`config.mk`:
```
export PLATFORM = sky130hd
export DESIGN_NAME = l24pc_tally
export DESIGN_NICKNAME = d
export VERILOG_FILES = /design/src/rtl/l24pc_pkg.sv /design/src/rtl/l24pc_tally.sv
export SDC_FILE = /design/constraint.sdc
export NUM_CORES = 1
export LEC_CHECK = 0
export BUFFER_PORTS_ARGS = -buffer_cell sky130_fd_sc_hd__buf_2
export CORE_UTILIZATION = 50
export CTS_BUF_LIST = sky130_fd_sc_hd__clkbuf_8
export CTS_CLUSTER_DIAMETER = 30
export CTS_CLUSTER_SIZE = 24
export DETAILED_ROUTE_END_ITERATION = 6
export HOLD_SLACK_MARGIN = 0.05
export PLACE_DENSITY_LB_ADDON = 0.2
export SLEW_MARGIN = 15
export SYNTH_ARGS = -nofsm -noshare
export SYNTH_HDL_FRONTEND = slang
export SYNTH_SLANG_ARGS = --single-unit
```
`constraint.sdc`:
```
create_clock -name clock -period 6.3 [get_ports clock]
set_input_delay 0.945 -clock clock [delete_from_list [all_inputs] [get_ports clock]]
set_output_delay 0.945 -clock clock [all_outputs]
set_load 0.005 [all_outputs]
```
`src/rtl/l24pc_pkg.sv`:
```
// Shared types and constants for the L24 payload pattern checker.
// No dependencies; every other file in rtl/ imports this package.
package l24pc_pkg;

   localparam int BYTE_W   = 8;
   localparam int SAMPLE_W = 24;
   localparam int FRAME_W  = 32;
   localparam int COUNT_W  = 16;

   // Pattern multipliers; only the low sample bits matter after the mask
   localparam logic [FRAME_W-1:0] FRAME_MUL = 32'd2654435761;
   localparam logic [FRAME_W-1:0] CHAN_MUL  = 32'h9E3779B9;

   // Byte position in a sample that completes it
   localparam logic [1:0] POS_LAST = 2'd2;

   // One report word from the tally stage to the response buffer
   typedef struct packed {
      logic               valid;
      logic [COUNT_W-1:0] error_count;
   } result_type;

endpackage

```
`src/rtl/l24pc_tally.sv`:
```
// Byte assembly, sample compare and per-frame error tally.
// Depends on l24pc_pkg.
module l24pc_tally #(
   parameter int CHANNELS   = 2,
   parameter int ERROR_BITS = 16,
   parameter int CHAN_W     = 1
) (
   input  logic                           clock,
   input  logic                           reset,
   input  logic                           accept,
   input  logic [l24pc_pkg::BYTE_W-1:0]   data_byte,
   input  logic                           start_of_packet,
   input  logic [l24pc_pkg::FRAME_W-1:0]  frame_base,
   input  logic                           end_of_packet,
   input  logic [l24pc_pkg::SAMPLE_W-1:0] expected,
   output logic [l24pc_pkg::FRAME_W-1:0]  frame_number,
   output logic [CHAN_W-1:0]              channel_index,
   output l24pc_pkg::result_type          result
);
   import l24pc_pkg::*;

   localparam int MISS_W = $clog2(CHANNELS + 1);
   localparam int SUM_W  = ERROR_BITS + 1;
   localparam int PART_W = SAMPLE_W - BYTE_W;

   logic [1:0]            pos_ff,     pos_in;
   logic [CHAN_W-1:0]     chan_ff,    chan_in;
   logic [FRAME_W-1:0]    frame_ff,   frame_in;
   logic [PART_W-1:0]     partial_ff, partial_in;
   logic [MISS_W-1:0]     miss_ff,    miss_in;
   logic [ERROR_BITS-1:0] total_ff,   total_in;

   // Packet state as seen by this byte (cleared by a start byte)
   logic [1:0]            pos_cur;
   logic [CHAN_W-1:0]     chan_cur;
   logic [FRAME_W-1:0]    frame_cur;
   logic [PART_W-1:0]     partial_cur;
   logic [MISS_W-1:0]     miss_cur;
   logic [ERROR_BITS-1:0] total_cur;

   logic [SAMPLE_W-1:0]   sample;
   logic                  mismatch;
   logic [MISS_W-1:0]     miss_sum;
   logic [SUM_W-1:0]      total_sum;
   logic [ERROR_BITS-1:0] total_sat;

   assign pos_cur     = start_of_packet ? '0 : pos_ff;
   assign chan_cur    = start_of_packet ? '0 : chan_ff;
   assign frame_cur   = start_of_packet ? frame_base : frame_ff;
   assign partial_cur = start_of_packet ? '0 : partial_ff;
   assign miss_cur    = start_of_packet ? '0 : miss_ff;
   assign total_cur   = start_of_packet ? '0 : total_ff;

   // Sample compare and saturating frame add
   assign sample    = {partial_cur, data_byte};
   assign mismatch  = (sample != expected);
   assign miss_sum  = miss_cur + MISS_W'(mismatch);
   assign total_sum = SUM_W'(total_cur) + SUM_W'(miss_sum);
   assign total_sat = total_sum[ERROR_BITS] ? '1 : total_sum[ERROR_BITS-1:0];

   // Next state
   always_comb begin
      pos_in     = pos_cur;
      chan_in    = chan_cur;
      frame_in   = frame_cur;
      partial_in = partial_cur;
      miss_in    = miss_cur;
      total_in   = total_cur;
      if (pos_cur != POS_LAST) begin
         partial_in = {partial_cur[PART_W-BYTE_W-1:0], data_byte};
         pos_in     = pos_cur + 2'd1;
      end else begin
         pos_in     = '0;
         partial_in = '0;
         if (chan_cur == CHAN_W'(CHANNELS - 1)) begin
            total_in = total_sat;
            miss_in  = '0;
            chan_in  = '0;
            frame_in = frame_cur + FRAME_W'(1);
         end else begin
            miss_in  = miss_sum;
            chan_in  = chan_cur + CHAN_W'(1);
         end
      end
      // Report word carries the total before the end-of-packet clear
      result.valid       = end_of_packet;
      result.error_count = COUNT_W'(total_in);
      if (end_of_packet) begin
         pos_in     = '0;
         chan_in    = '0;
         partial_in = '0;
         miss_in    = '0;
         total_in   = '0;
      end
   end

   // Control state
   always_ff @(posedge clock) begin
      if (reset) begin
         pos_ff   <= '0;
         chan_ff  <= '0;
         frame_ff <= '0;
         miss_ff  <= '0;
         total_ff <= '0;
      end else if (accept) begin
         pos_ff   <= pos_in;
         chan_ff  <= chan_in;
         frame_ff <= frame_in;
         miss_ff  <= miss_in;
         total_ff <= total_in;
      end
   end

   // Sample bytes; reset to zero to match the packet-clear state
   always_ff @(posedge clock) begin
      if (reset) begin
         partial_ff <= '0;
      end else if (accept) begin
         partial_ff <= partial_in;
      end
   end

   assign frame_number  = frame_ff;
   assign channel_index = chan_ff;

endmodule

```
==> results of run 1 <==
==> area by class of cell <==
class / count / area (µm²)
inverter: 23 / 86.3
fill: 832 / 3670
clock buffer: 9 / 124
timing repair buffer: 123 / 631
clock inverter: 7 / 75.1
tap: 129 / 161
multi-input combinational: 496 / 3110
sequential: 69 / 1380
==> worst paths after layout <==
check	from	to	slack, ps
setup / recovery	expected[21]	result[14]	860
hold reg to reg	miss_ff[0]	miss_ff[0]	480
setup reg to reg	partial_ff[0]	total_ff[10]	2310
hold / removal	miss_ff[0]	miss_ff[0]	480
==> power by group <==
| part | internal [mW] | switching, mW |
|---|---|---|
| sequential | 0.449 | 0.0167 |
| combinational | 0.0628 | 0.0867 |
| clock | 0.184 | 0.189 |
| total | 0.696 | 0.292 |
==> synth_stat cells, types with 3 or more instances <==
master	n	area share (%)
nor2_1	82	6.4
dfxtp_1	69	29
nand2_1	55	4.3
o21ai_0	43	4.5
clkbuf_1	35	2.7
a21oi_1	32	3.4
a22oi_1	30	4.7
inv_1	23	1.8
nand3_1	19	2.0
xnor2_1	19	3.5
and3_1	14	1.8
nand4_1	14	1.8
nor3_1	13	1.4
a31oi_1	11	1.4
a21o_1	8	1.3
o22ai_1	8	1.0
nor2b_1	7	0.92
nor4_1	7	0.92
o31ai_1	7	1.1
nand2b_1	6	0.79
nor4bb_1	6	1.3
o32ai_1	6	1.1
o41ai_1	6	1.1
or4_1	6	0.94
xor2_1	6	1.1
and2_1	5	0.65
buf_2	5	0.52
mux2_2	5	1.2
nand4b_1	5	0.92
a221oi_1	4	0.73
ha_1	4	1.0
or3_1	4	0.52
a211oi_1	3	0.47
a21bo_2	3	0.63
a21boi_0	3	0.47
and3b_1	3	0.55
buf_1	3	0.24
mux2i_1	3	0.63
o21a_1	3	0.47
o311ai_0	3	0.55
==> kinds of logic after synthesis <==
family	Yosys count	synth area share [%]
simple gates	263	29.3
fa+ha+maj	5	1.47
compound gates	195	27.9
buf+inv	70	6.05
mux	8	1.81
flops	69	28.9
xor+xnor	25	4.58
==> flip-flops by register name, summed over array words and instances, names as in the netlist <==
signal and cells:
partial_ff 16, miss_ff 2, total_ff 16, pos_ff 2, channel_index 1, frame_number 32
==> worst min-delay path, cell delays in order, from the launching register on <==
cell,delay [ps]
dfxtp_1,330
nand2_1,60
a21oi_1,50
==> per-stage QoR <==
stage | area, µm² | hold WS, ps | std cells | power (mW) | setup WS (ps)
5_1_grt | 5570 | 496 | 856 | 1.03 | 631
4_1_cts | 5570 | 479 | 856 | 0.991 | 930
3_5_place_dp | 5370 | 465 | 840 | 0.623 | 963
3_3_place_gp | 5370 | 463 | 840 | 0.618 | 1050
2_1_floorplan | 4780 | 454 | 635 | 0.562 | 1010
6_report | 5570 | 484 | 856 | 0.989 | 856
==> layer usage <==
layer	track usage [%]	share of wire, %
met5	0	0
met4	8.71	1.6
met3	3.58	7.7
met2	42.9	45
met1	37.7	46
==> flow_metrics.env, run 1 <==
export IMPL_io_pins=119
export IMPL_antenna_found_initial=0
export IMPL_path_class="primary input to primary output"
export IMPL_slew_headroom_pct=30.7
export IMPL_synthDistinctLibCells=78
export IMPL_powerDensity_nw_per_um2=178
export IMPL_syn_inst=635
export IMPL_clkSinkCount=69
export IMPL_hold_viol=0
export IMPL_die_w_um=99.8
export IMPL_maxSlewViolCount=0
export IMPL_wirelength_um=13700
export IMPL_ant_nets=0
export IMPL_die_y_um=99.8
export IMPL_vias=5276
export IMPL_cts_tree="built"
export IMPL_remaining_drc_errors=0
export IMPL_layout_min_cycle_time_ps=5440
export IMPL_ir_drop_mv=0.0976
export IMPL_yosys_most_used_dff="dfxtp_1"
export IMPL_antenna_cells=0
export IMPL_cp_cell_sequence="buf_2, inv_1, o22ai_1, or4_1, nor4_1, nand4_1, ha_1, xnor2_1, fa_1, and3b_1, and3_1, nand2b_1, nor2_1, nor2_1, a211oi_1, buf_2"
export IMPL_port_buffers=118
export IMPL_critPathLaunchType="primary input"
export IMPL_drtIter0Drc=363
export IMPL_crit_fanout=6
export IMPL_nets=796
export IMPL_viasPerCell=6.16
export IMPL_wl_per_cell_um=16.0
export IMPL_grt_overflow=0
export IMPL_coreArea_um2=9240
export IMPL_grt_pass1_wl_um=21900
export IMPL_synth_warnings=0
export IMPL_required_ps=5350
export IMPL_setup_viol=0
export IMPL_synth_edf_count=0
export IMPL_crit_buf_inv=3
export IMPL_clkTransAtPathRegs_ps=80
export IMPL_gp_congestion=0.895
export IMPL_cts_resized=0
export IMPL_hold_depth=2
export IMPL_num_rows=35
export IMPL_worst_slew_pin_slew_ps=1040
export IMPL_htree_levels=3
export IMPL_finalCritPeriodShare_pct=86.4
export IMPL_crit_arrival_ps=4500
export IMPL_avgSynthCellArea_um2=7.52
export IMPL_grtUsageTotal_pct=27.0
export IMPL_holdBufCountCts=0
export IMPL_fin_worst_skew_ps=16.8
export IMPL_ys_async_sr_fraction_pct=0
export IMPL_crit_path_end_kind="primary output"
export IMPL_final_layout_size_suffix_gt1_share_pct=22.0
export IMPL_p_leak_nw=2.17
export IMPL_firstDrtPassIters=5
export IMPL_initial_utilization_pct=51.7
export IMPL_fin_util_pct=60.2
export IMPL_final_common_cell="buf_2"
export IMPL_areaGrowthSynthToFinish_pct=16.5
export IMPL_cts_made_buffers=9
export IMPL_path_depth=16
export IMPL_layout_common_cells="buf_2, nor2_1, dfxtp_1"
export IMPL_cts_path_max_buffers=2
export IMPL_worstRegToRegCells=13
export IMPL_grt_pass1_vias=4563
export IMPL_synth_nets=709
export IMPL_synth_seq_area_share_pct=28.9
export IMPL_cpPeakStageDelay_ps=520
export IMPL_post_cts_setup_buffer_count=0
export IMPL_hpwl_um=9240
export IMPL_cpMaxStageDelayCell="or4_1"
export IMPL_die_area_um2=9950
export IMPL_maxCapViolCount=0
export IMPL_grt_max_degree=87
export IMPL_synth_seq_cells=69
export IMPL_hold_path_class="register to register"
export IMPL_fmax_mhz=184
export IMPL_synth_area_um2=4780
export IMPL_cts_root_buffer="clkbuf_8"
export IMPL_setup_tns_ps=0
export IMPL_clock_latency_ps=340
export IMPL_run_status="completed"
export IMPL_critPathTopFamily="simple AND/OR/NAND/NOR gates"
export IMPL_rsz0062_at_grt="false"
Note: power is estimated with default switching activity, not from simulation.
==> inputs of run 2 (changes only) <==
--- a/config.mk
+++ b/config.mk
@@ -5,6 +5,7 @@
 export SDC_FILE = /design/constraint.sdc
 export NUM_CORES = 1
 export LEC_CHECK = 0
+export ABC_AREA = 1
 export BUFFER_PORTS_ARGS = -buffer_cell sky130_fd_sc_hd__buf_2
 export CORE_UTILIZATION = 50
 export CTS_BUF_LIST = sky130_fd_sc_hd__clkbuf_8
==> flow_metrics.env, run 2 <==
export IMPL_remaining_drc_errors=0
export IMPL_grt_pass1_wl_um=21400
export IMPL_fin_worst_skew_ps=8.04
export IMPL_fin_util_pct=60.1
export IMPL_firstDrtPassIters=6
export IMPL_numPlacedInstances=1034
export IMPL_yosysMostFrequentCell="nand2_1"
export IMPL_setup_viol=0
export IMPL_grt_overflow=0
export IMPL_powerDensity_nw_per_um2=182
export IMPL_ir_drop_mv=0.123
export IMPL_min_delay_start="pos_ff[1]"
export IMPL_grtUsageTotal_pct=25.6
export IMPL_areaGrowthSynthToFinish_pct=15.5
export IMPL_crit_path_end_kind="primary output"
export IMPL_nets=986
export IMPL_cts_tree="built"
export IMPL_final_layout_size_suffix_gt1_share_pct=23.3
export IMPL_clkSinkCount=69
export IMPL_wirelength_um=13100
export IMPL_synth_seq_cells=69
export IMPL_synth_commonest_cells="nand2_1, inv_1, dfxtp_1"
export IMPL_met1_usage_pct=34.2
export IMPL_rsz0062_at_grt="false"
export IMPL_synth_area_um2=5110
export IMPL_antenna_found_initial=0
export IMPL_antenna_cells=0
export IMPL_whs_endpoint="pos_ff[1]"
export IMPL_run_status="completed"
export IMPL_die_area_um2=10600
export IMPL_num_rows=36
export IMPL_final_cells=1049
export IMPL_die_y_um=103
export IMPL_wl_per_cell_um=12.5
export IMPL_largest_reg_flops=32
export IMPL_multiInputGateArea_um2=3100
export IMPL_io_pins=119
export IMPL_htree_levels=3
export IMPL_final_common_cell="nand2_1"
export IMPL_finalCritPeriodShare_pct=87.8
export IMPL_synth_warnings=0
export IMPL_fillers=1035
export IMPL_drtIter0Drc=195
export IMPL_gp_congestion=0.929
export IMPL_regArea_um2=1380
export IMPL_hold_ws_ps=467
export IMPL_worstReg2RegStart="partial_ff[7]"
export IMPL_crit_arrival_ps=4580
export IMPL_fmax_mhz=181
export IMPL_synthDistinctLibCells=48
export IMPL_synth_nets=890
export IMPL_ant_nets=0
export IMPL_use_met3_pct=3.80
export IMPL_grt_pass1_vias=4675
export IMPL_syn_inst=816
export IMPL_coreArea_um2=9820
export IMPL_r2r_slack_ps=2720
export IMPL_required_ps=5350
export IMPL_avgSynthCellArea_um2=6.26
export IMPL_cts_path_max_buffers=2
export IMPL_crit_fanout=54
export IMPL_clkTransAtPathRegs_ps=80
export IMPL_p_leak_nw=2.70
export IMPL_die_w_um=103
export IMPL_clock_latency_ps=340
export IMPL_synth_top_area_share_pct=27.0
export IMPL_setup_tns_ps=0
export IMPL_synth_edf_count=0
export IMPL_critPathLaunchType="primary input"
export IMPL_holdBufCountCts=0
export IMPL_viasPerCell=5.16
export IMPL_maxSlewViolCount=0
export IMPL_synth_area_leaders="dfxtp_1, nand2_1, inv_1"
export IMPL_hold_path_class="register to register"
export IMPL_maxCapViolCount=0
export IMPL_synth_top_area_cell="dfxtp_1"
export IMPL_r2r_end="total_ff[2]"
export IMPL_synth_seq_area_share_pct=27.0
export IMPL_hold_viol=0
export IMPL_worstRegToRegCells=20
export IMPL_power_total_mw=1.08
export IMPL_cts_root_buffer="clkbuf_8"
export IMPL_grt_max_degree=61
export IMPL_vias=5412
export IMPL_layout_common_cells="nand2_1, buf_2, inv_1"
export IMPL_cts_resized=0
export IMPL_path_class="primary input to primary output"
export IMPL_hpwl_um=9360
export IMPL_cts_made_buffers=9
export IMPL_top_usage_layer="met2"
export IMPL_worst_slew_pin_slew_ps=985
export IMPL_startpoint="start_of_packet"
export IMPL_layout_min_cycle_time_ps=5530
export IMPL_hold_depth=2
export IMPL_ys_async_sr_fraction_pct=0
export IMPL_initial_utilization_pct=52.0
export IMPL_post_cts_setup_buffer_count=0
export IMPL_slew_headroom_pct=34.3
export IMPL_port_buffers=118
export IMPL_use_met2_pct=42.7
export IMPL_yosys_most_used_dff="dfxtp_1"
==> run 2: cell count changes in the layout (fill, tap and decap cells not counted), moves of 13 or more <==
cell | before | now
o21ai_1 | 1 | 21
nor2_2 | 0 | 20
inv_1 | 23 | 92
nand3_1 | 19 | 52
a21oi_1 | 32 | 68
nand2_2 | 0 | 13
nor2_1 | 82 | 49
and3_1 | 14 | 1
nand2_1 | 55 | 231
inv_2 | 0 | 14
a22oi_1 | 30 | 0
==> run 2: worst max-delay path, stage by stage <==
cell and delay, ps:
buf_2 130, inv_6 300, nand2_1 120, xnor2_1 140, or3b_2 430, nor4_1 220
nand3_1 130, ha_1 340, ha_1 240, fa_1 430, nand2_1 90, nor2_1 80
nand3_2 140, inv_1 50, nand3_1 100, nor2_2 50, nor2_1 220, nand3_1 130
and2_1 140, buf_2 120
==> run 2: power breakdown <==
part / internal (mW) / total [mW] / switching [mW]
Combinational: 0.0687 / 0.186 / 0.117
Sequential: 0.453 / 0.466 / 0.0125
Clock: 0.253 / 0.425 / 0.172
Total: 0.775 / 1.08 / 0.301
==> run 2: cell type report <==
class	count	share of cell area, %
repair buffers	121	10.4
flip-flops and latches	69	23.4
inverters	107	6.89
multi-input cells	604	52.5
clock inverters	3	1.15
clock buffers	12	2.80
well taps	133	2.82
==> run 2: how the worst max path moves through the flow <==
stage,to,slack (ps),cells after the start
2_1_floorplan,result[15],1390,20
3_3_place_gp,result[15],850,20
3_5_place_dp,result[15],770,20
4_1_cts,result[15],750,20
5_1_grt,result[15],410,20
6_report,result[15],770,20
==> run 2: logic make-up (layout without fill, tap and decap cells) <==
kind of cell	count (synthesis)	count (layout)	synth area share, %
AOI/OAI and AO/OA	146	146	15.3
xor gates and xnor gates	27	27	4.63
adders and majority gates	5	5	1.37
buffers and inverters	143	243	12.3
DFF	69	69	27.0
muxes	1	1	0.196
and+or+nand+nor	425	425	39.2
==> run 2: per-stage QoR <==
stage	cell area [µm²]	worst slack, ps
CTS	5900	749
global placement	5670	851
finish	5900	771
detailed placement	5670	771
global route	5900	409
floorplan	5110	1390
==> run 2: routing by layer <==
metal,wire (µm),vias up,share of wire [%]
li1,-,2820,-
met1,6220,2424,47
met2,6030,158,46
met3,766,10,5.8
met4,119,0,0.91
met5,0,-,0
==> inputs of run 3 (changes only) <==
==> constraint.sdc (replaced) <==
create_clock -name clock -period 6.3 [get_ports clock]
set_input_delay 0.945 -clock clock [delete_from_list [all_inputs] [get_ports clock]]
set_output_delay 0.945 -clock clock [all_outputs]
set_load 0.02 [all_outputs]
==> flow_metrics.env, run 3 (synthesis gave the netlist of run 2 again) <==
export IMPL_cts_path_max_buffers=2
export IMPL_grtUsageTotal_pct=25.4
export IMPL_layout_common_cells="nand2_1, buf_2, inv_1"
export IMPL_grt_pass1_wl_um=21400
export IMPL_min_delay_start="partial_ff[1]"
export IMPL_dpl_worst_slack_ps=704
export IMPL_p_leak_nw=2.69
export IMPL_clkSinkCount=69
export IMPL_remaining_drc_errors=0
export IMPL_cts_tree="built"
export IMPL_path_class="primary input to primary output"
export IMPL_r2r_slack_ps=2690
export IMPL_gp_congestion=0.912
export IMPL_ant_nets=0
export IMPL_maxSlewViolCount=0
export IMPL_vias=5285
export IMPL_largest_reg_flops=32
export IMPL_rsz0062_at_grt="false"
export IMPL_layout_min_cycle_time_ps=5590
export IMPL_grt_overflow=0
export IMPL_crit_arrival_ps=4640
export IMPL_holdBufCountCts=0
export IMPL_crit_path_end_kind="primary output"
export IMPL_viasPerCell=5.03
export IMPL_areaGrowthSynthToFinish_pct=15.0
export IMPL_finalInstanceArea_um2=5870
export IMPL_final_common_cell="nand2_1"
export IMPL_whs_endpoint="partial_ff[1]"
export IMPL_ir_drop_mv=0.101
export IMPL_die_y_um=103
export IMPL_nets=986
export IMPL_setup_slack_ps=711
export IMPL_worstReg2RegStart="partial_ff[7]"
export IMPL_wirelength_um=13000
export IMPL_worstRegToRegCells=20
export IMPL_r2r_end="total_ff[0]"
export IMPL_setup_viol=0
export IMPL_initial_utilization_pct=52.0
export IMPL_grt_max_degree=61
export IMPL_worst_slew_pin_slew_ps=955
export IMPL_power_total_mw=1.05
export IMPL_maxCapViolCount=0
export IMPL_final_layout_size_suffix_gt1_share_pct=23.3
export IMPL_top_usage_layer="met2"
export IMPL_hold_path_class="register to register"
export IMPL_setup_tns_ps=0
export IMPL_run_status="completed"
export IMPL_htree_levels=3
export IMPL_met1_usage_pct=35.2
export IMPL_hpwl_um=9250
export IMPL_use_met2_pct=41.8
export IMPL_antenna_cells=0
export IMPL_fmax_mhz=179
export IMPL_clkTransAtPathRegs_ps=90
export IMPL_die_area_um2=10600
export IMPL_io_pins=119
export IMPL_die_w_um=103
export IMPL_port_buffers=118
export IMPL_place_area_um2=5670
export IMPL_slew_headroom_pct=36.3
export IMPL_wl_per_cell_um=12.4
export IMPL_hold_depth=2
export IMPL_cts_resized=0
export IMPL_use_met3_pct=3.25
export IMPL_cts_made_buffers=9
export IMPL_antenna_found_initial=0
export IMPL_cts_root_buffer="clkbuf_8"
export IMPL_fin_worst_skew_ps=14.0
export IMPL_firstDrtPassIters=4
export IMPL_coreArea_um2=9820
export IMPL_grt_pass1_vias=4624
export IMPL_clock_latency_ps=350
export IMPL_critPathLaunchType="primary input"
export IMPL_num_rows=36
export IMPL_crit_fanout=54
export IMPL_finalCritPeriodShare_pct=88.7
export IMPL_post_cts_setup_buffer_count=0
export IMPL_fin_util_pct=59.8
export IMPL_powerDensity_nw_per_um2=179
export IMPL_required_ps=5350
export IMPL_hold_viol=0
export IMPL_drtIter0Drc=221
## run 3: cell count changes in the layout (fill, tap and decap cells not counted)
cell       before  now
clkbuf_8       12   10
inv_6           1    3
bufinv_16       2    1
clkinv_2        0    1
clkinv_4        0    1
## run 3: layout make-up
| type | count | area (µm²) |
|---|---|---|
| fill | 1055 | 3950 |
| multi-input combinational | 604 | 3100 |
| sequential | 69 | 1380 |
| timing repair buffer | 121 | 613 |
| inverter | 107 | 407 |
| tap | 133 | 166 |
| clock buffer | 10 | 138 |
| clock inverter | 6 | 68.8 |
## run 3: power breakdown
group          switching, mW  internal, mW  total (mW)
Sequential            0.0126         0.453       0.466
Combinational          0.133        0.0691       0.202
Clock                  0.188         0.197       0.385
## run 3: worst max-delay path by stage
stage	from	end	slack, ps	depth (start not counted)
2_1_floorplan	start_of_packet	result[15]	1330	20
3_3_place_gp	start_of_packet	result[15]	810	20
3_5_place_dp	start_of_packet	result[15]	700	21
4_1_cts	start_of_packet	result[15]	690	21
5_1_grt	start_of_packet	result[15]	340	21
6_report	start_of_packet	result[15]	710	20
## run 3: per-stage QoR
step                      std cells  hold WS (ps)
after detailed placement       1034           457
after CTS                      1050           470
after global placement         1034           455
after global routing           1050           487
after floorplan                 816           445
final                          1050           468
## run 3: worst max-delay path, stage by stage
cell and delay [ps]:
buf_2 130, inv_6 310, nand2_1 120, xnor2_1 150, or3b_2 450, nor4_1 240
nand3_1 140, ha_1 340, ha_1 240, fa_1 420, nand2_1 90, nor2_1 80
nand3_2 140, inv_1 50, nand3_1 100, nor2_2 50, nor2_1 210, nand3_1 130
and2_1 150, buf_2 150
## run 3: per-layer routing
layer	vias to the layer above	share of wire, %
met5	-	0
met2	132	45
met4	0	0.92
met3	10	4.9
li1	2818	-
met1	2325	49
